File: src/design/vnu_pkg.sv
// Shared widths and cell payload types for the vector normalize pipeline.
// No dependencies.
package vnu_pkg;

  localparam int unsigned CompW     = 16;
  localparam int unsigned FracW     = 14;
  localparam int unsigned UnitW     = FracW + 2;
  localparam int unsigned SumW      = 2 * CompW;
  localparam int unsigned QuoW      = 2 * FracW + 1;
  localparam int unsigned DivSteps  = QuoW;
  localparam int unsigned RootW     = CompW;
  localparam int unsigned SqrtSteps = RootW;
  localparam int unsigned RemW      = RootW + 2;
  localparam int unsigned Lanes     = 3;
  localparam int unsigned SqLanes   = Lanes + 1;
  localparam int unsigned PipeDepth = 2 + DivSteps + SqrtSteps;

  typedef logic [SumW-1:0] sum_t;

  typedef struct packed {
    logic [SumW-1:0]             den;
    logic [Lanes-1:0][SumW:0]    rem;
    logic [Lanes-1:0][QuoW-1:0]  quo;
  } div_t;

  typedef struct packed {
    logic [SumW-1:0]  val;
    logic [RemW-1:0]  rem;
    logic [RootW-1:0] root;
  } sqrt_t;

  typedef struct packed {
    logic [Lanes-1:0] neg;
    logic             zero;
  } side_t;

endpackage

File: src/design/vnu_div_cell.sv
// One restoring-division cell: one quotient bit per lane, shared divisor.
// Depends on vnu_pkg.
module vnu_div_cell (
  input  logic           clk_i,
  input  logic           en_i,
  input  vnu_pkg::div_t  cell_i,
  output vnu_pkg::div_t  cell_o
);

  vnu_pkg::div_t cell_d, cell_q;

  always_comb begin
    logic [vnu_pkg::SumW:0] r;
    logic                   ge;
    cell_d     = cell_i;
    for (int l = 0; l < vnu_pkg::Lanes; l++) begin
      ge = cell_i.rem[l] >= {1'b0, cell_i.den};
      r  = ge ? cell_i.rem[l] - {1'b0, cell_i.den} : cell_i.rem[l];
      cell_d.rem[l] = {r[vnu_pkg::SumW-1:0], 1'b0};
      cell_d.quo[l] = {cell_i.quo[l][vnu_pkg::QuoW-2:0], ge};
    end
  end

  always_ff @(posedge clk_i) begin
    if (en_i) begin
      cell_q <= cell_d;
    end
  end

  assign cell_o = cell_q;

endmodule

File: config.mk
export PLATFORM = sky130hd
export DESIGN_NAME = vnu_div_cell
export DESIGN_NICKNAME = d
export VERILOG_FILES = /design/src/design/vnu_pkg.sv /design/src/design/vnu_div_cell.sv
export SDC_FILE = /design/constraint.sdc
export NUM_CORES = 1
export LEC_CHECK = 0
export CORE_AREA = 2 2 171 173
export DETAILED_ROUTE_END_ITERATION = 12
export DIE_AREA = 0 0 173 175
export DONT_BUFFER_PORTS = 1
export PLACE_DENSITY = 0.7
export SETUP_SLACK_MARGIN = 0.4
export SYNTH_ARGS = -nofsm -noshare
export SYNTH_HDL_FRONTEND = slang
export SYNTH_SLANG_ARGS = --single-unit
File: constraint.sdc
create_clock -name clk_i -period 3.05 [get_ports clk_i]
set_clock_uncertainty 0.05 [all_clocks]
set_input_delay 0.305 -clock clk_i [delete_from_list [all_inputs] [get_ports clk_i]]
set_output_delay 0.305 -clock clk_i [all_outputs]
set_load 0.1 [all_outputs]
; ---- Word-level counts from Yosys, hierarchy flattened
; Index checks and enable logic that the tools add are counted.
; W data, S select, Z words.
[word_totals]
register_bits = 215
latch_bits = 0
mem_bits_rw = 0
mem_bits_ro = 0
out_inout_bits = 218
n_memories = 0
[classes]
add_sub_neg = 3
multipliers = 0
n_div = 0
order_cmp = 3
n_eq_ne = 0
n_shift = 0
muxes = 3
n_bitwise = 0
reduce_logical = 0
[op_table]
columns = op, count
row1 = $ge A33 B32 Y1, 3
row2 = $mux W32, 3
row3 = $sub A32 B32 Y32, 3

; ---- Depth between registers and ports, before layout
; Gate-level depths: netlist of run 1.
[logic_depth]
word_depth = 2
ltp_mapped = 14
ltp_nobuf = 12

; ---- Worst setup path after synthesis of run 1
; Ideal clock, no wire load.
[synth_timing]
path_kind = input to register
startpoint = input port cell_i[153] (netlist name)
endpoint = register cell_q, in the netlist cell_o[182] (data pin)
setup_ns = 0.262
t_arrival_ns = 2.678
path_slack_ns = 0.060
cell_stages = 12
path_buffers = 0
path_cell_list = inv_1 > ha_1 > fa_1 > nand2b_1 > a21oi_1 > o211ai_1 > a21oi_1 > a31oi_1 > o31ai_1 > a31oi_1 > xnor2_1 > mux2_1
[synth_lines]
columns = item, line_no
row1 = start: declaration, vnu_div_cell.sv:6  ; input vnu_pkg::div_t cell_i,
row2 = end signal: assignment, vnu_div_cell.sv:26  ; cell_q <= cell_d;
row3 = end: declaration, vnu_div_cell.sv:10  ; vnu_pkg::div_t cell_d, cell_q;

==> results of run 1 <==
## routing by layer
metal  vias up  track usage
li1       4923            -
met1      5033       0.3385
met2       563       0.5058
met3       106      0.08268
met4         4       0.1179
met5         -            0
## worst paths after layout
kind,end,startpoint,slack (ns)
worst max-delay path,cell_o[127],cell_i[194],0.45
worst min-delay path,cell_o[141],en_i,-0.07
## metrics by stage
step,power (W),worst slack (ns)
global route,0.01158,0.3952
global placement,0.008184,0.04907
CTS,0.01118,0.5343
finish,0.01124,0.4530
floorplan,0.007652,0.3078
detailed placement,0.008202,-0.02049
## logic make-up after synthesis
logic type      after synthesis
other cells                   1
xor+xnor                     81
mux                          15
buf+inv                     109
simple gates                303
compound gates              364
flops                       215
fa+ha+maj                    99
## power groups by stage
| stage | logic (W) | registers, W | clock network (W) |
|---|---|---|---|
| 6_report | 0.00206 | 0.00640 | 0.00278 |
| 5_1_grt | 0.00224 | 0.00642 | 0.00293 |
| 4_1_cts | 0.00199 | 0.00640 | 0.00279 |
| 3_5_place_dp | 0.00176 | 0.00645 | 0 |
| 3_3_place_gp | 0.00173 | 0.00645 | 0 |
| 2_1_floorplan | 0.00132 | 0.00633 | 0 |
## layout make-up
| class | count | area [um2] |
|---|---|---|
| multi-input combinational | 865 | 6222 |
| clock buffer | 26 | 586.8 |
| sequential | 215 | 6456 |
| tap | 384 | 480.5 |
| clock inverter | 14 | 130.1 |
| fill | 2280 | 11660 |
| timing repair buffer | 271 | 2590 |
| inverter | 61 | 266.5 |
## layout by cell type, fill, tap and decap left out, drive strengths merged, types with 35 or more instances in the layout
master / netlist / final
nand2: 127 / 127
ha: 96 / 96
xnor2: 49 / 49
o21ai: 105 / 105
a21oi: 106 / 106
a21o: 35 / 35
nor2: 66 / 66
edfxtp: 215 / 215
buf: 22 / 67
inv: 61 / 61
dlygate4sd3: 0 / 204
## timing repair
item,4_1_cts,5_1_grt
gates resized for setup,0,3
hold buffers,203,2
setup endpoints to repair,0,15
endpoints found under the hold margin,418,48
==> metrics.cfg, run 1 <==
[route]
vias = 10630
wl_met2_mm = 22.56
wirelength_mm = 46.07
drcViolationCount = 0
top_layer = met5
firstDrtPassIters = 8
ant_nets = 0
wl_met3_mm = 4.410
vias_per_cell = 5.789
avgRoutedWirePerCell_um = 25.09
drt-met1-wl_mm = 17.12
drtIter0Drc = 975

[yosys]
synth_top_area_frac = 0.5039
synth_area_per_cell_um2 = 10.79
synth_top_family_by_area = compound AO/OA/AOI/OAI gates
yosys-top-cells-area = edfxtp_1 50%, ha_1 9.4%, a21oi_1 4.1%, nand2_1 3.7%, o21ai_0 3.6%
seq_area_frac_synth = 0.5039
synth.cell_area_um2 = 12810
synth-edff-count = 215
ys_warn_count = 0
syn_inst = 1187
synth_compound_area_frac = 0.1834
synth_seq_cells = 215
synth_cell_types = 75
netlist_top_cells_count = 215 x edfxtp_1, 127 x nand2_1, 105 x a21oi_1
synth_simple_gate_area_frac = 0.1079
yosysMostFrequentCell = edfxtp_1
synth_mux_area_frac = 0.01309
synth_xor_area_frac = 0.05537
ys_async_sr_fraction = 0
synth_adder_area_share = 0.09844
synth_top_area_cell = edfxtp_1
ys.flop_type = edfxtp_1

[finish]
final_cell_area_um2 = 16730
layout-drive-gt1-share = 0.1171
utilization = 0.5893
layoutNonFillerInstCount = 1836
largest_reg_flops = 215
syn_to_final_growth_pct = 30.60
num_antenna_cells = 0
nNetsFinal = 1756

[cts]
root_buffer = clkbuf_16
cts_setup_buffers = 0
numCtsBuffers = 23
h-tree-depth = 1
clkSinkCount = 215
cts_tree = yes
clockBufferDepth = 3
clk_pin_slew_ns = 0.07

[global_route]
grt_max_degree = 216
track_usage = 0.2908
grt_overflow = 0
grt_pass1_wl_mm = 66.12
antenna_found_initial = 2
grt_pass1_vias = 10640

[sta]
fin_crit_sh = 0.8515
fmax_mhz = 385.1
fin_tns_setup_ns = 0
fin_crit_ns = 2.597
finalSetupViolations = 0
slew_headroom = 0.2865
final_hold_viol_count = 19
slew_violations = 0
hold_ws_ns = -0.07437
tightest_slew_ns = 1.072
rsz0062_at_grt = true

[setup_path]
critPathMaxFanout = 31
crit_chain = inv_1, ha_1, and2_1, a221o_1, a41o_1, a31oi_4, o21ai_2, a21oi_4, buf_4, o21ai_0
slowest_stage = buf_4
cpPeakStageDelay_ns = 0.34
endpoint_kind = flip-flop
crit_family = compound AO/OA/AOI/OAI gates
critPathKind = in2reg
path_depth = 10
arrival_ns = 2.80
crit_path_start_kind = primary input
cp.required_ns = 3.25
critPathBufInv = 2

[place]
gp_congestion = 0.9096
hpwl_mm = 32.42
placed_cells = 1591
io_buffers = 0
placed_area_um2 = 13940

[power_and_ir_drop]
p_switching_w = 0.005015
p_int_w = 0.006221
p_per_area_nw_per_um2 = 671.5
max-vdd-ir-drop_mv = 0.5173
p_clk_frac = 0.247
switching_share = 0.4463
power_frac_comb = 0.183
seqPwrFrac = 0.570
p_leak_nw = 6.508

[floorplanning]
rows = 62
chipHeight_um = 175
core_um2 = 28390
die_w_um = 173
initial_core_util = 0.4513
ios = 438
dieArea_um2 = 30280

[job]
drv_cap = 0

[outcome]
violations = negative hold slack
outcome = finished, violations left

[min_path]
worstHoldPathCells = 0
min_path_type = in2reg

Note: power is estimated with default switching activity, not from simulation.
==> run 2: changes to the inputs <==
--- a/config.mk
+++ b/config.mk
@@ -5,11 +5,11 @@
 export SDC_FILE = /design/constraint.sdc
 export NUM_CORES = 1
 export LEC_CHECK = 0
-export CORE_AREA = 2 2 171 173
+export CORE_ASPECT_RATIO = 1.25
+export CORE_UTILIZATION = 30
 export DETAILED_ROUTE_END_ITERATION = 12
-export DIE_AREA = 0 0 173 175
 export DONT_BUFFER_PORTS = 1
-export PLACE_DENSITY = 0.7
+export PLACE_DENSITY = 0.53
 export SETUP_SLACK_MARGIN = 0.4
 export SYNTH_ARGS = -nofsm -noshare
 export SYNTH_HDL_FRONTEND = slang
==> metrics.cfg, run 2 (synthesis results as in run 1) <==
[outcome]
outcome = finished, violations left
violations = negative hold slack

[sta]
final_hold_viol_count = 54  ; +35
hold_ws_ns = -0.1292  ; -0.05479 ns
slew_headroom = 0.2646  ; -0.02191
fin_crit_ns = 2.515  ; -0.08220 ns
rsz0062_at_grt = false
finalSetupViolations = 0  ; unchanged
tightest_slew_ns = 1.105  ; +0.03294 ns
fin_crit_sh = 0.8245  ; -0.02695
slew_violations = 0  ; unchanged
fin_tns_setup_ns = 0  ; unchanged
fmax_mhz = 397.6  ; +3.3%

[power_and_ir_drop]
max-vdd-ir-drop_mv = 0.4996  ; -3.4%
p_per_area_nw_per_um2 = 651.2  ; -3.0%
p_leak_nw = 6.795  ; +4.4%

[route]
avgRoutedWirePerCell_um = 23.66  ; -5.7%
vias_per_cell = 5.129  ; -11%
wirelength_mm = 49.04  ; +6.4%
firstDrtPassIters = 5  ; -3
vias = 10630  ; +0.028%
ant_nets = 0  ; unchanged
drtIter0Drc = 481  ; -51%
drcViolationCount = 0  ; unchanged

[floorplanning]
dieArea_um2 = 43540  ; +44%
chipHeight_um = 233.1  ; +33%
initial_core_util = 0.3040  ; -0.1473
rows = 84  ; +35%
core_um2 = 42150  ; +48%
ios = 438  ; unchanged
die_w_um = 186.8  ; +8.0%

[finish]
layout-drive-gt1-share = 0.1503  ; +0.03325
syn_to_final_growth_pct = 35.94
multi_input_area_um2 = 6230  ; +0.12%
fill_cells = 3987  ; +75%
final_common_cell = edfxtp_1
utilization = 0.4133  ; -0.1761
layout.cells.most_common_list = 215 x edfxtp_1, 206 x dlygate4sd3_1, 125 x nand2_1
largest_reg_flops = 215  ; unchanged
nNetsFinal = 1814  ; +3.3%
seq_area_um2 = 6456  ; unchanged

[cts]
clockBufferDepth = 3  ; unchanged
numCtsBuffers = 25  ; +8.7%
cts_tree = yes
root_buffer = clkbuf_16
cts_setup_buffers = 0  ; unchanged
clkSinkCount = 215  ; unchanged
clk_pin_slew_ns = 0.06  ; about the same
h-tree-depth = 1  ; unchanged
ctsHoldBuffers = 206  ; +1.5%

[global_route]
grt_pass1_vias = 10870  ; +2.2%
grt_overflow = 0  ; unchanged
grt_pass1_wl_mm = 69.21  ; +4.7%
antenna_found_initial = 8  ; +6
grt_max_degree = 216  ; unchanged
track_usage = 0.2179  ; -0.07295

[setup_path]
crit_path_start_kind = primary input
critPathKind = in2reg
worstSetupStartpoint = cell_i[120]
endpoint_kind = flip-flop
setup.worst_path.end = cell_o[151]
arrival_ns = 2.76  ; -0.04 ns
cp.required_ns = 3.29  ; +0.04 ns
critPathMaxFanout = 3  ; -90%

[job]
drv_cap = 0  ; unchanged

[place]
io_buffers = 0  ; unchanged
gp_congestion = 0.8922  ; -1.9%
hpwl_mm = 37.72  ; +16%

[min_path]
min_path_type = in2reg

run 2: how the worst min path moves through the flow:
stage | endpoint | cells after the start | slack (ns) | start
after global routing | cell_o[56] | 0 | -0.16 | en_i
after global placement | cell_o[10] | 0 | 0.35 | cell_i[9]
after floorplan | cell_o[10] | 0 | 0.35 | cell_i[9]
final | cell_o[95] | 0 | -0.13 | en_i
after CTS | cell_o[98] | 0 | -0.18 | en_i
after detailed placement | cell_o[15] | 0 | 0.35 | cell_i[14]
run 2: area by class of cell:
type	count	area share
flip-flops and latches	215	0.3707
multi-input cells	865	0.3577
repair buffers	327	0.1734
well taps	559	0.04016
clock buffers	27	0.03635
inverters	61	0.01530
clock inverters	15	0.005819
diodes	4	0.0005747
run 2: power by group:
group,total [W],internal [W],switching [W],leakage [nW]
logic,0.00216,0.00103,0.00112,4.34
clock network,0.00280,0.00157,0.00123,0.356
registers,0.00639,0.00373,0.00266,2.10
run 2: timing repair:
action | 4_1_cts | 5_1_grt
resized for setup | 0 | 3
setup endpoints to repair | 0 | 4
hold endpoints to repair | 421 | 95
run 2: metal layers:
metal,wire (um),GRT usage
met3,3639,0.05559
met4,3143,0.1324
met5,13,0
met1,18150,0.2345
met2,24090,0.3849
run 2: metrics by stage:
step           setup slack (ns)  cells  total power, W  hold WS [ns]  instance area (um2)
6_report                 0.5352   2073         0.01134       -0.1292                17420
5_1_grt                  0.4026   2069         0.01173       -0.1559                17410
4_1_cts                  0.4049   2069         0.01142       -0.1772                17390
3_5_place_dp            -0.1601   1821        0.008353        0.3539                14600
3_3_place_gp            -0.1624   1821        0.008348        0.3539                14600
2_1_floorplan            0.3078   1189        0.007652        0.3539                13210
run 2: critical path, stage by stage:
cell	delay, ns
inv_1	0.03
ha_1	0.21
fa_1	0.39
nor2b_1	0.19
o21bai_1	0.14
a21oi_2	0.19
o21ai_0	0.21
a31oi_2	0.34
a31oi_1	0.12
buf_4	0.16
o21ai_0	0.22
xnor2_1	0.15
o21ai_0	0.09
