[config.mk]
export PLATFORM = sky130hd
export DESIGN_NAME = vnu_sqrt_cell
export DESIGN_NICKNAME = d
export VERILOG_FILES = /design/src/design/vnu_pkg.sv /design/src/design/vnu_sqrt_cell.sv
export SDC_FILE = /design/constraint.sdc
export NUM_CORES = 1
export LEC_CHECK = 0
export ABC_AREA = 1
export BUFFER_PORTS_ARGS = -buffer_cell sky130_fd_sc_hd__buf_2
export CAP_MARGIN = 25
export CORE_ASPECT_RATIO = 1.75
export CORE_UTILIZATION = 45
export DETAILED_ROUTE_END_ITERATION = 16
export MAX_ROUTING_LAYER = met4
export PLACE_DENSITY = 0.85
export SETUP_SLACK_MARGIN = 0.02
export SLEW_MARGIN = 20
export SYNTH_ARGS = -nofsm -noshare
export SYNTH_HDL_FRONTEND = slang
export SYNTH_SLANG_ARGS = --single-unit
[constraint.sdc]
create_clock -name clk_i -period 5 [get_ports clk_i]
set_input_delay 1 -clock clk_i [delete_from_list [all_inputs] [get_ports clk_i]]
set_output_delay 1 -clock clk_i [all_outputs]
set_load 0.01 [all_outputs]
[src/design/vnu_pkg.sv]
// Shared widths and cell payload types for the vector normalize pipeline.
// No dependencies.
package vnu_pkg;

  localparam int unsigned CompW     = 16;
  localparam int unsigned FracW     = 14;
  localparam int unsigned UnitW     = FracW + 2;
  localparam int unsigned SumW      = 2 * CompW;
  localparam int unsigned QuoW      = 2 * FracW + 1;
  localparam int unsigned DivSteps  = QuoW;
  localparam int unsigned RootW     = CompW;
  localparam int unsigned SqrtSteps = RootW;
  localparam int unsigned RemW      = RootW + 2;
  localparam int unsigned Lanes     = 3;
  localparam int unsigned SqLanes   = Lanes + 1;
  localparam int unsigned PipeDepth = 2 + DivSteps + SqrtSteps;

  typedef logic [SumW-1:0] sum_t;

  typedef struct packed {
    logic [SumW-1:0]             den;
    logic [Lanes-1:0][SumW:0]    rem;
    logic [Lanes-1:0][QuoW-1:0]  quo;
  } div_t;

  typedef struct packed {
    logic [SumW-1:0]  val;
    logic [RemW-1:0]  rem;
    logic [RootW-1:0] root;
  } sqrt_t;

  typedef struct packed {
    logic [Lanes-1:0] neg;
    logic             zero;
  } side_t;

endpackage

[src/design/vnu_sqrt_cell.sv]
// One digit-by-digit square root cell: consumes two radicand bits, yields one root bit.
// Depends on vnu_pkg.
module vnu_sqrt_cell (
  input  logic            clk_i,
  input  logic            en_i,
  input  vnu_pkg::sqrt_t  cell_i,
  output vnu_pkg::sqrt_t  cell_o
);

  localparam int unsigned CurW = vnu_pkg::RemW + 2;

  vnu_pkg::sqrt_t cell_d, cell_q;

  always_comb begin
    logic [CurW-1:0] cur;
    logic [CurW-1:0] trial;
    cur   = {cell_i.rem, cell_i.val[vnu_pkg::SumW-1 -: 2]};
    trial = {{(CurW-vnu_pkg::RootW-2){1'b0}}, cell_i.root, 2'b01};
    cell_d.val = {cell_i.val[vnu_pkg::SumW-3:0], 2'b00};
    if (cur >= trial) begin
      cell_d.rem  = vnu_pkg::RemW'(cur - trial);
      cell_d.root = {cell_i.root[vnu_pkg::RootW-2:0], 1'b1};
    end else begin
      cell_d.rem  = vnu_pkg::RemW'(cur);
      cell_d.root = {cell_i.root[vnu_pkg::RootW-2:0], 1'b0};
    end
  end

  always_ff @(posedge clk_i) begin
    if (en_i) begin
      cell_q <= cell_d;
    end
  end

  assign cell_o = cell_q;

endmodule

* Word level (Yosys, flattened, before mapping)
Index checks and enable logic that the tools add are counted.
** Storage, ports and cells
- Logic and storage cells :: 6
- Output and inout bits :: 66
- Flip-flop bits (word level) :: 64
** Cells by class
- $lt $le $gt $ge :: 1
- Multiplexer cells :: 1
- Add/subtract/negate cells :: 1
** Operators by type and width (count)
- 34-bit 2-to-1 mux :: 1
- 20-bit by 18-bit >= comparator with 1-bit output :: 1
- 18-bit subtractor :: 1

* Logic depth before layout (Yosys ltp)
Gate-level depths: netlist (run 1).
- Depth after elaboration :: 2
- Mapped depth :: 14
- Gate-level depth less buffers :: 13

* Least setup slack after synthesis (run 1)
Ideal clock, no wire load.
- Path type :: input to register
- Start point :: input cell_i[1] (netlist bit)
- End point :: register cell_q (netlist bit cell_o[16]) (data pin)
- Buffers on the path :: 1
- Data arrival time :: 2.242 ns
- Path slack :: 2.500 ns
- Stages on the path :: 10
- Cells stage by stage :: inv_1 -> ha_1 -> a21oi_1 -> nand2_1 -> nand2_1 -> nand3b_1 -> nand2_1 -> nand2_4 -> buf_6 -> xor2_2
** RTL lines
- start, declared :: line vnu_sqrt_cell.sv:6 : input vnu_pkg::sqrt_t cell_i,
- end signal, assigned :: line vnu_sqrt_cell.sv:31 : cell_q <= cell_d;
- end, declared :: line vnu_sqrt_cell.sv:12 : vnu_pkg::sqrt_t cell_d, cell_q;

==> results of run 1 <==
where the power goes:
group	switching, mW	internal, mW	leakage, nW
Clock	0.225	0.383	0.140
Sequential	0.0119	0.656	0.626
Combinational	0.171	0.111	1.44
Total	0.407	1.15	2.20
stage by stage:
step	std cells	utilization (%)	cell area [µm²]	power [mW]
finish	570	60.56	4349	1.557
global route	570	60.56	4349	1.627
CTS	570	60.56	4349	1.568
detailed placement	554	56.53	4060	0.9621
global placement	554	56.53	4060	0.9543
floorplan	341	-	3338	0.8447
layer usage:
metal,up-vias,wire length (µm),part of all wire [%]
li1,1381,-,-
met1,1233,2726,35
met2,101,4450,57
met3,13,450,5.8
met4,0,176,2.3
met5,-,0,0
kinds of logic (layout without fill, tap and decap cells):
kind of cell	Yosys count	after routing	synth area share, %
and+or+nand+nor	171	171	22.25
other	1	2	0.1125
adders and majority gates	18	18	6.754
xor gates and xnor gates	10	10	2.852
AOI/OAI and AO/OA	19	19	3.002
buffers and inverters	57	200	7.392
DFF	64	64	57.64
critical path, delay by kind of cell:
| family | cells | cell delay (ns) |
|---|---|---|
| adders and majority gates | 1 | 0.35 |
| and+or+nand+nor | 9 | 0.98 |
| buffers and inverters | 4 | 0.40 |
area by class of cell:
type	instances	area [µm²]
clock buffer	10	229.0
clock inverter	6	60.06
fill	665	2833
inverter	52	197.7
multi-input combinational	220	1170
sequential	64	1922
tap	86	107.6
timing repair buffer	132	663.1
worst paths after layout:
kind | cells after the start | startpoint | slack [ns] | endpoint
min | 1 | cell_i[40] | 0.85 | cell_o[42]$_DFFE_PP_
max | 14 | cell_i[7] | 2.33 | cell_o[30]$_DFFE_PP_
cell usage in the layout, fill, tap and decap left out, types with 7 or more instances in the layout:
| cell type | synthesis | final |
|---|---|---|
| a21oi_1 | 13 | 13 |
| buf_2 | 0 | 131 |
| clkbuf_16 | 0 | 9 |
| edfxtp_1 | 64 | 64 |
| ha_1 | 18 | 18 |
| inv_1 | 51 | 51 |
| nand2_1 | 123 | 123 |
| nand3_1 | 11 | 11 |
| nand3b_1 | 7 | 7 |
| nor2_1 | 16 | 16 |
| xor2_1 | 8 | 8 |
==> metrics.txt, run 1 <==
status=complete, no violations; Port Buf Inserts=131; largest cells by area after synthesis=edfxtp_1 58%, nand2_1 14%, ha_1 6.8%; Ports=134; Setup WS pre-CTS=1.985 ns; Setup Buffers After CTS=0; pin count of the biggest net entering global routing=52; via count=2728; Critical Path End Type=register; Die X=67.07 µm; Max Cap Viol=0; slowest stage delay, CP=0.35 ns; Layout Nets=565; Tmin final=2.672 ns; ant diodes=0; H-tree lvl count=3; final hold violation count=0; drt first pass iters=4; Post-Syn Area=0.003334 mm²; EDFF count, synth=64; Yosys reg bits=64; Setup CP Type=input pin to register; total core area=0.007182 mm²; total grt overflow=0; Area Growth Syn to Fin=30.43%; Synth Flop Type=edfxtp_1; count leader, synth=nand2_1; synth unique cells=24; initial core utilization=46.43%; FMAX=0.3742 GHz; PnR worst setup slack=2.328 ns; Critical Path Slowest Stage Cell=ha_1; first-pass GRT wire length=11790 µm; CTS max path bufs=2; Req. time, crit path=5.08 ns; Die H=115.9 µm; Syn Area/Cell=9.807 µm²; RSZ-0062 raised after global routing=no; Tcrit/Tclk final=53.45%; CP most frequent cell=nand2_1; Setup TNS=0 ns; Post-Syn Instances=340; met3 Use GR=4.035%; final setup fails=0; DR vias/cell=4.786; hold buffers post-CTS=0; post-detailed-route wirelength per cell=13.69 µm; Worst-path clk slew=0.05 ns; top cells by count, synth=123 x nand2_1, 64 x edfxtp_1, 51 x inv_1; Worst Max-Slew Pin Slew=0.6186 ns; GRT Overall Usage=21.66%; Detail Placement HPWL=6054 µm; CP Launch Type=input pin; Die ar.=0.007772 mm²; hold slack=0.8465 ns; Async SR Flop Fraction=0%; CTS Root Cell=clkbuf_16; leakage=2.203 nW; routability cong.=0.8723; vias in the first global route=2600; post-synth top area cell=edfxtp_1; clk sinks=64; worst vdd rail ir drop=0.1866 mV; Std-Cell Rows=41; max FFs per register=64; Pwr per Cell Area=358.0 mW/mm²; drt first-iter violations=196; WL final=7803 µm; post_cts resized=0; routing usage on met2=40.67%; ANT nets after route=0; worst-path cell chain=buf_2 -> inv_1 -> ha_1 -> nand2_1 -> inv_1 -> nand2_1 -> nor2_1 -> nand2_1 -> nand3b_1 -> nand2_1 -> nand2_4 -> inv_4 -> nand2_1 -> nand2_1; share of layout cells above drive strength 1=32.85%; Synth top area share=57.64%; met1 Use GR=20.17%; Max Fanout on Critical Path=21; slew margin rel.=58.76%; Hold/Removal Path Class=input pin to register; Yosys warnings=0; DRC viols=0; sequential area share after synthesis=57.64%; CTS tree=done; initial antenna violation count=0; CTS Buf Count=9; Critical Path AT=2.75 ns; GRT Max-Usage Layer=met2; fin. max-slew vios=0
Power figures use the tool's default switching activity.
==> inputs of run 2 (changes only) <==
==> constraint.sdc (replaced) <==
create_clock -name clk_i -period 2.6 [get_ports clk_i]
set_input_delay 0.52 -clock clk_i [delete_from_list [all_inputs] [get_ports clk_i]]
set_output_delay 0.52 -clock clk_i [all_outputs]
set_load 0.01 [all_outputs]
==> run 2 against run 1 <==
Sequential power increased by 92%; via count grew 0.81%; global-route usage increased by 0.48 points; clock power rose by 100%; cell area up 1.8%; hold slack lost 0.48 ns; first-iteration DRC count down 15%; cell count is 0.88% higher.
==> metrics.txt, run 2 (synthesis gave the netlist of run 1 again) <==
share of layout cells above drive strength 1=32.92% (+0.073 points); GRT Overall Usage=22.13% (+0.48 points); worst hold path startpoint=cell_i[35]; DRC viols=0 (unchanged); fin area=0.004427 mm² (+1.8%); Power, Total=3.071 mW (+97%); vias in the first global route=2653 (+2.0%); total grt overflow=0 (unchanged); WL final=8012 µm (+2.7%); Critical Path End Type=register; Max Fanout on Critical Path=12 (-43%); Sw Ratio=24.51% (-1.7 points); most common cell after layout, fill and taps aside=buf_2; first-pass GRT wire length=12080 µm (+2.5%); leakage=2.244 nW (+1.8%); drt first pass iters=4 (unchanged); Critical Path AT=2.10 ns (-0.65 ns); cell count of the worst hold path=1 (unchanged); hold buffers post-CTS=0 (unchanged); initial antenna violation count=0 (unchanged); CTS max path bufs=2 (unchanged); CTS Root Cell=clkbuf_16; post_cts resized=0 (unchanged); via count=2750 (+0.81%); CTS tree=done; Setup TNS=0 ns (unchanged); fin. max-slew vios=0 (unchanged); P_int=2.318 mW (+100%); Req. time, crit path=2.67 ns (-2.41 ns); Final Util=61.64% (+1.1 points); Post-DP Area=0.004123 mm² (+1.5%); Final Instance Count excl. Fillers=575 (+0.88%); Port Buf Inserts=131 (unchanged); Setup CP Type=input pin to register; commonest non-fill, non-tap cells in the layout=131 x buf_2, 123 x nand2_1, 64 x edfxtp_1; ANT nets after route=0 (unchanged); pin count of the biggest net entering global routing=65 (+25%); Setup Buffers After CTS=0 (unchanged); final hold violation count=0 (unchanged); Detail Placement HPWL=6025 µm (-0.48%); CTS Buf Count=9 (unchanged); total core area=0.007182 mm² (unchanged); DR vias/cell=4.783 (about the same); Pwr per Cell Area=693.7 mW/mm² (+94%); initial core utilization=46.43% (unchanged); post-detailed-route wirelength per cell=13.93 µm (+1.8%); Die ar.=0.007772 mm² (unchanged); RSZ-0062 raised after global routing=no; Psw=0.7528 mW (+85%); routability cong.=0.8799 (+0.87%); Die X=67.07 µm (unchanged); clk sinks=64 (unchanged); H-tree lvl count=3 (unchanged); Std-Cell Rows=41 (unchanged); Logic pwr share=18.3% (+0.2 points); Hold EP=cell_o[37]$_DFFE_PP_; Worst-path clk slew=0.05 ns (about the same); Layout Nets=570 (+0.88%); drt first-iter violations=167 (-15%); Die H=115.9 µm (unchanged); Tmin final=2.035 ns; Sequential Power Share=41.8% (-1.1 points); placed cell count=559 (+0.90%); max FFs per register=64 (unchanged); worst vdd rail ir drop=0.4176 mV (+120%); Tcrit/Tclk final=78.25%; Clk pwr share=39.8% (+0.8 points); final setup fails=0 (unchanged); Max Cap Viol=0 (unchanged); FMAX=0.4915 GHz; Hold/Removal Path Class=input pin to register; Ports=134 (unchanged); Area Growth Syn to Fin=32.76%; status=complete, no violations; CP Launch Type=input pin; ant diodes=0 (unchanged); Fillers=636 (-4.4%)
[run 2: cell types whose count changed in the layout (fill, tap and decap cells not counted), sizes merged]
cell,previous run,this run
clkinv,4,3
buf,132,137
clkinvlp,1,0
clkbuf,10,11
bufinv,1,2
[run 2: power by group through the flow]
stage	Combinational, mW	Clock [mW]	Sequential, mW
6_report	0.563	1.22	1.28
3_5_place_dp	0.562	0	1.30
3_3_place_gp	0.552	0	1.30
5_1_grt	0.629	1.29	1.29
2_1_floorplan	0.259	0	1.37
4_1_cts	0.567	1.24	1.29
[run 2: worst max path at each step]
stage / from / endpoint / slack (ns) / depth (start not counted)
2_1_floorplan: cell_i[1] / cell_o[16]$_DFFE_PP_ / 0.58 / 10
3_3_place_gp: cell_i[7] / cell_o[33]$_DFFE_PP_ / 0.22 / 14
3_5_place_dp: cell_i[6] / cell_o[33]$_DFFE_PP_ / 0.20 / 14
4_1_cts: cell_i[6] / cell_o[33]$_DFFE_PP_ / 0.54 / 14
5_1_grt: cell_i[8] / cell_o[33]$_DFFE_PP_ / 0.37 / 14
6_report: cell_i[9] / cell_o[33]$_DFFE_PP_ / 0.57 / 11
[run 2: final cells by class]
class	count	area (µm²)	area share (%)
Sequential cell	64	1922	43.41
Tap cell	86	107.6	2.431
Inverter	52	197.7	4.466
Clock buffer	11	232.7	5.257
Timing Repair Buffer	137	725.7	16.39
Multi-Input combinational cell	220	1170	26.43
Clock inverter	5	71.32	1.611
[run 2: stage by stage]
step                      setup slack (ns)  hold slack, ns
after global routing                0.3702          0.3650
after global placement              0.2170          0.6972
after detailed placement            0.2008          0.6987
after CTS                           0.5389          0.3625
final                               0.5654          0.3712
after floorplan                     0.5805          0.6189
[run 2: critical path, stage by stage]
cell      delay [ns]
buf_2           0.09
inv_1           0.04
ha_1            0.34
a21oi_1         0.23
nand2_1         0.10
nand3b_1        0.20
nand2_1         0.12
nand2_4         0.13
buf_12          0.18
nand3_2         0.06
nand2_1         0.07
[run 2: routing by layer]
metal / vias to the layer above / routed length (µm) / GRT usage (%)
li1: 1389 / - / -
met4: 0 / 275 / 11.77
met5: - / 0 / -
met1: 1244 / 2932 / 21.49
met3: 20 / 437 / 4.921
met2: 97 / 4366 / 39.33
==> inputs of run 3 (changes only) <==
--- a/config.mk
+++ b/config.mk
@@ -9,10 +9,10 @@
 export BUFFER_PORTS_ARGS = -buffer_cell sky130_fd_sc_hd__buf_2
 export CAP_MARGIN = 25
 export CORE_ASPECT_RATIO = 1.75
-export CORE_UTILIZATION = 45
+export CORE_UTILIZATION = 44
 export DETAILED_ROUTE_END_ITERATION = 16
 export MAX_ROUTING_LAYER = met4
-export PLACE_DENSITY = 0.85
+export PLACE_DENSITY = 0.87
 export SETUP_SLACK_MARGIN = 0.02
 export SLEW_MARGIN = 20
 export SYNTH_ARGS = -nofsm -noshare
==> constraint.sdc (replaced) <==
create_clock -name clk_i -period 1.8 [get_ports clk_i]
set_input_delay 0.36 -clock clk_i [delete_from_list [all_inputs] [get_ports clk_i]]
set_output_delay 0.36 -clock clk_i [all_outputs]
set_load 0.01 [all_outputs]
==> run 3 against run 2 <==
Non-clock buffer count increased by 38; routed wire length increased by 6.9%; combinational power grew 78%; via count increased by 6.7%; hold slack got worse by 0.17 ns; count of clock-buffer cells in the layout decreased by 2; total power grew 48%; cell area grew 12%; first-iteration DRC count shrank 15%; sequential power grew 45%; clock power increased by 39%.
==> metrics.txt, run 3 (synthesis gave the netlist of run 1 again) <==
Pwr per Cell Area=917.9 mW/mm² (+32%); Critical Path AT=1.76 ns (-0.34 ns); Req. time, crit path=1.89 ns (-0.78 ns); GRT Overall Usage=23.57% (+1.4 points); P_int=3.344 mW (+44%); cell count of the worst hold path=1 (unchanged); Final Util=67.95% (+6.3 points); first-pass GRT wire length=12970 µm (+7.4%); fin. max-slew vios=0 (unchanged); vias in the first global route=2858 (+7.7%); Setup CP Type=input pin to register; Port Buf Inserts=131 (unchanged); Setup TNS=0 ns (unchanged); routability cong.=0.8680 (-1.4%); CP Launch Type=input pin; final hold violation count=0 (unchanged); initial antenna violation count=0 (unchanged); most common cell after layout, fill and taps aside=buf_2; Die ar.=0.007944 mm² (+2.2%); drt first-iter violations=142 (-15%); FMAX=0.5986 GHz; DRC viols=0 (unchanged); Ports=134 (unchanged); Fillers=597 (-6.1%); via count=2935 (+6.7%); Tcrit/Tclk final=92.81%; commonest non-fill, non-tap cells in the layout=131 x buf_2, 118 x nand2_1, 64 x edfxtp_1; CTS Root Cell=clkbuf_16; WL final=8565 µm (+6.9%); CTS tree=done; drt first pass iters=4 (unchanged); Die X=67.81 µm (+1.1%); final setup fails=0 (unchanged); Sw Ratio=26.41% (+1.9 points); DR vias/cell=4.788 (+0.11%); share of layout cells above drive strength 1=44.21% (+11 points); CTS max path bufs=2 (unchanged); ANT nets after route=0 (unchanged); initial core utilization=45.77% (-0.65 points); Critical Path End Type=register; post-detailed-route wirelength per cell=13.97 µm (+0.28%); Multi-input gate area=0.001389 mm² (+19%); Area Growth Syn to Fin=48.44%; Hold/Removal Path Class=input pin to register; hold slack=0.2016 ns (-0.1696 ns); Layout Nets=608 (+6.7%); Clk pwr share=37.1% (-2.7 points); Sequential Power Share=40.9% (-0.9 points); leakage=2.429 nW (+8.3%); Logic pwr share=22.0% (+3.7 points); max FFs per register=64 (unchanged); Worst-path clk slew=0.06 ns (about the same); Max Cap Viol=0 (unchanged); Post-DP Area=0.004603 mm² (+12%); worst vdd rail ir drop=0.4608 mV (+10%); total core area=0.007284 mm² (+1.4%); fin area=0.004950 mm² (+12%); Max Fanout on Critical Path=5 (-7); Die H=117.2 µm (+1.1%); Tmin final=1.671 ns; Std-Cell Rows=41 (unchanged); Reg area=0.001922 mm² (unchanged); Power, Total=4.544 mW (+48%); hold buffers post-CTS=0 (unchanged); total grt overflow=0 (unchanged); CTS Buf Count=9 (unchanged); pin count of the biggest net entering global routing=40 (-38%); status=complete, no violations; ant diodes=0 (unchanged); RSZ-0062 raised after global routing=yes; Psw=1.200 mW (+59%); clk sinks=64 (unchanged); H-tree lvl count=3 (unchanged); Detail Placement HPWL=6659 µm (+11%)
[run 3: cell count changes in the layout (fill, tap and decap cells not counted), sizes merged]
cell	change
buf	+37
clkinv	+2
bufinv	-1
clkbuf	-1
clkinvlp	+1
[run 3: repair_timing]
action	4_1_cts	5_1_grt
buffers inserted	0	1
gates resized for setup	0	8
setup endpoints to repair	0	17
[run 3: cell type report]
class,instances,share of cell area (%)
clock inverter,7,1.264
clock buffer,9,4.550
timing repair buffer,175,21.03
sequential,64,38.83
inverter,52,4.095
tap,86,2.174
multi-input combinational,220,28.06
[run 3: path summary, 6_finish.rpt]
check,slack [ns],to,start
worst max-delay path,0.13,cell_o[31]$_DFFE_PP_,cell_i[9]
worst min-delay path,0.20,cell_o[46]$_DFFE_PP_,cell_i[44]
[run 3: routing by layer]
| metal | track usage, % | wire (µm) |
|---|---|---|
| met5 | - | 0 |
| met4 | 12.36 | 271 |
| met3 | 4.457 | 472 |
| met2 | 41.78 | 4693 |
| met1 | 23.69 | 3129 |
[run 3: power by group through the flow]
stage | combinational (mW) | sequential (mW) | clock [mW]
floorplan | 0.432 | 1.97 | 0
global placement | 0.959 | 1.88 | 0
detailed placement | 0.981 | 1.89 | 0
CTS | 0.988 | 1.86 | 1.70
global route | 1.11 | 1.87 | 1.77
finish | 1.00 | 1.86 | 1.69
[run 3: critical path, stage by stage]
cell and delay (ns):
buf_2 0.11, inv_1 0.09, ha_4 0.22, nand2_2 0.09, inv_2 0.05, nand2_1 0.06, nand2_1 0.06, nand3b_1 0.20
nand2_2 0.13, nand2_8 0.10, buf_4 0.17, nand3_1 0.07, nand2_1 0.05
[run 3: per-stage QoR]
step	worst slack, ns	std cells
finish	0.1295	613
global route	-0.008507	613
CTS	0.1163	611
detailed placement	-0.2133	595
global placement	-0.1954	595
floorplan	0.01897	341
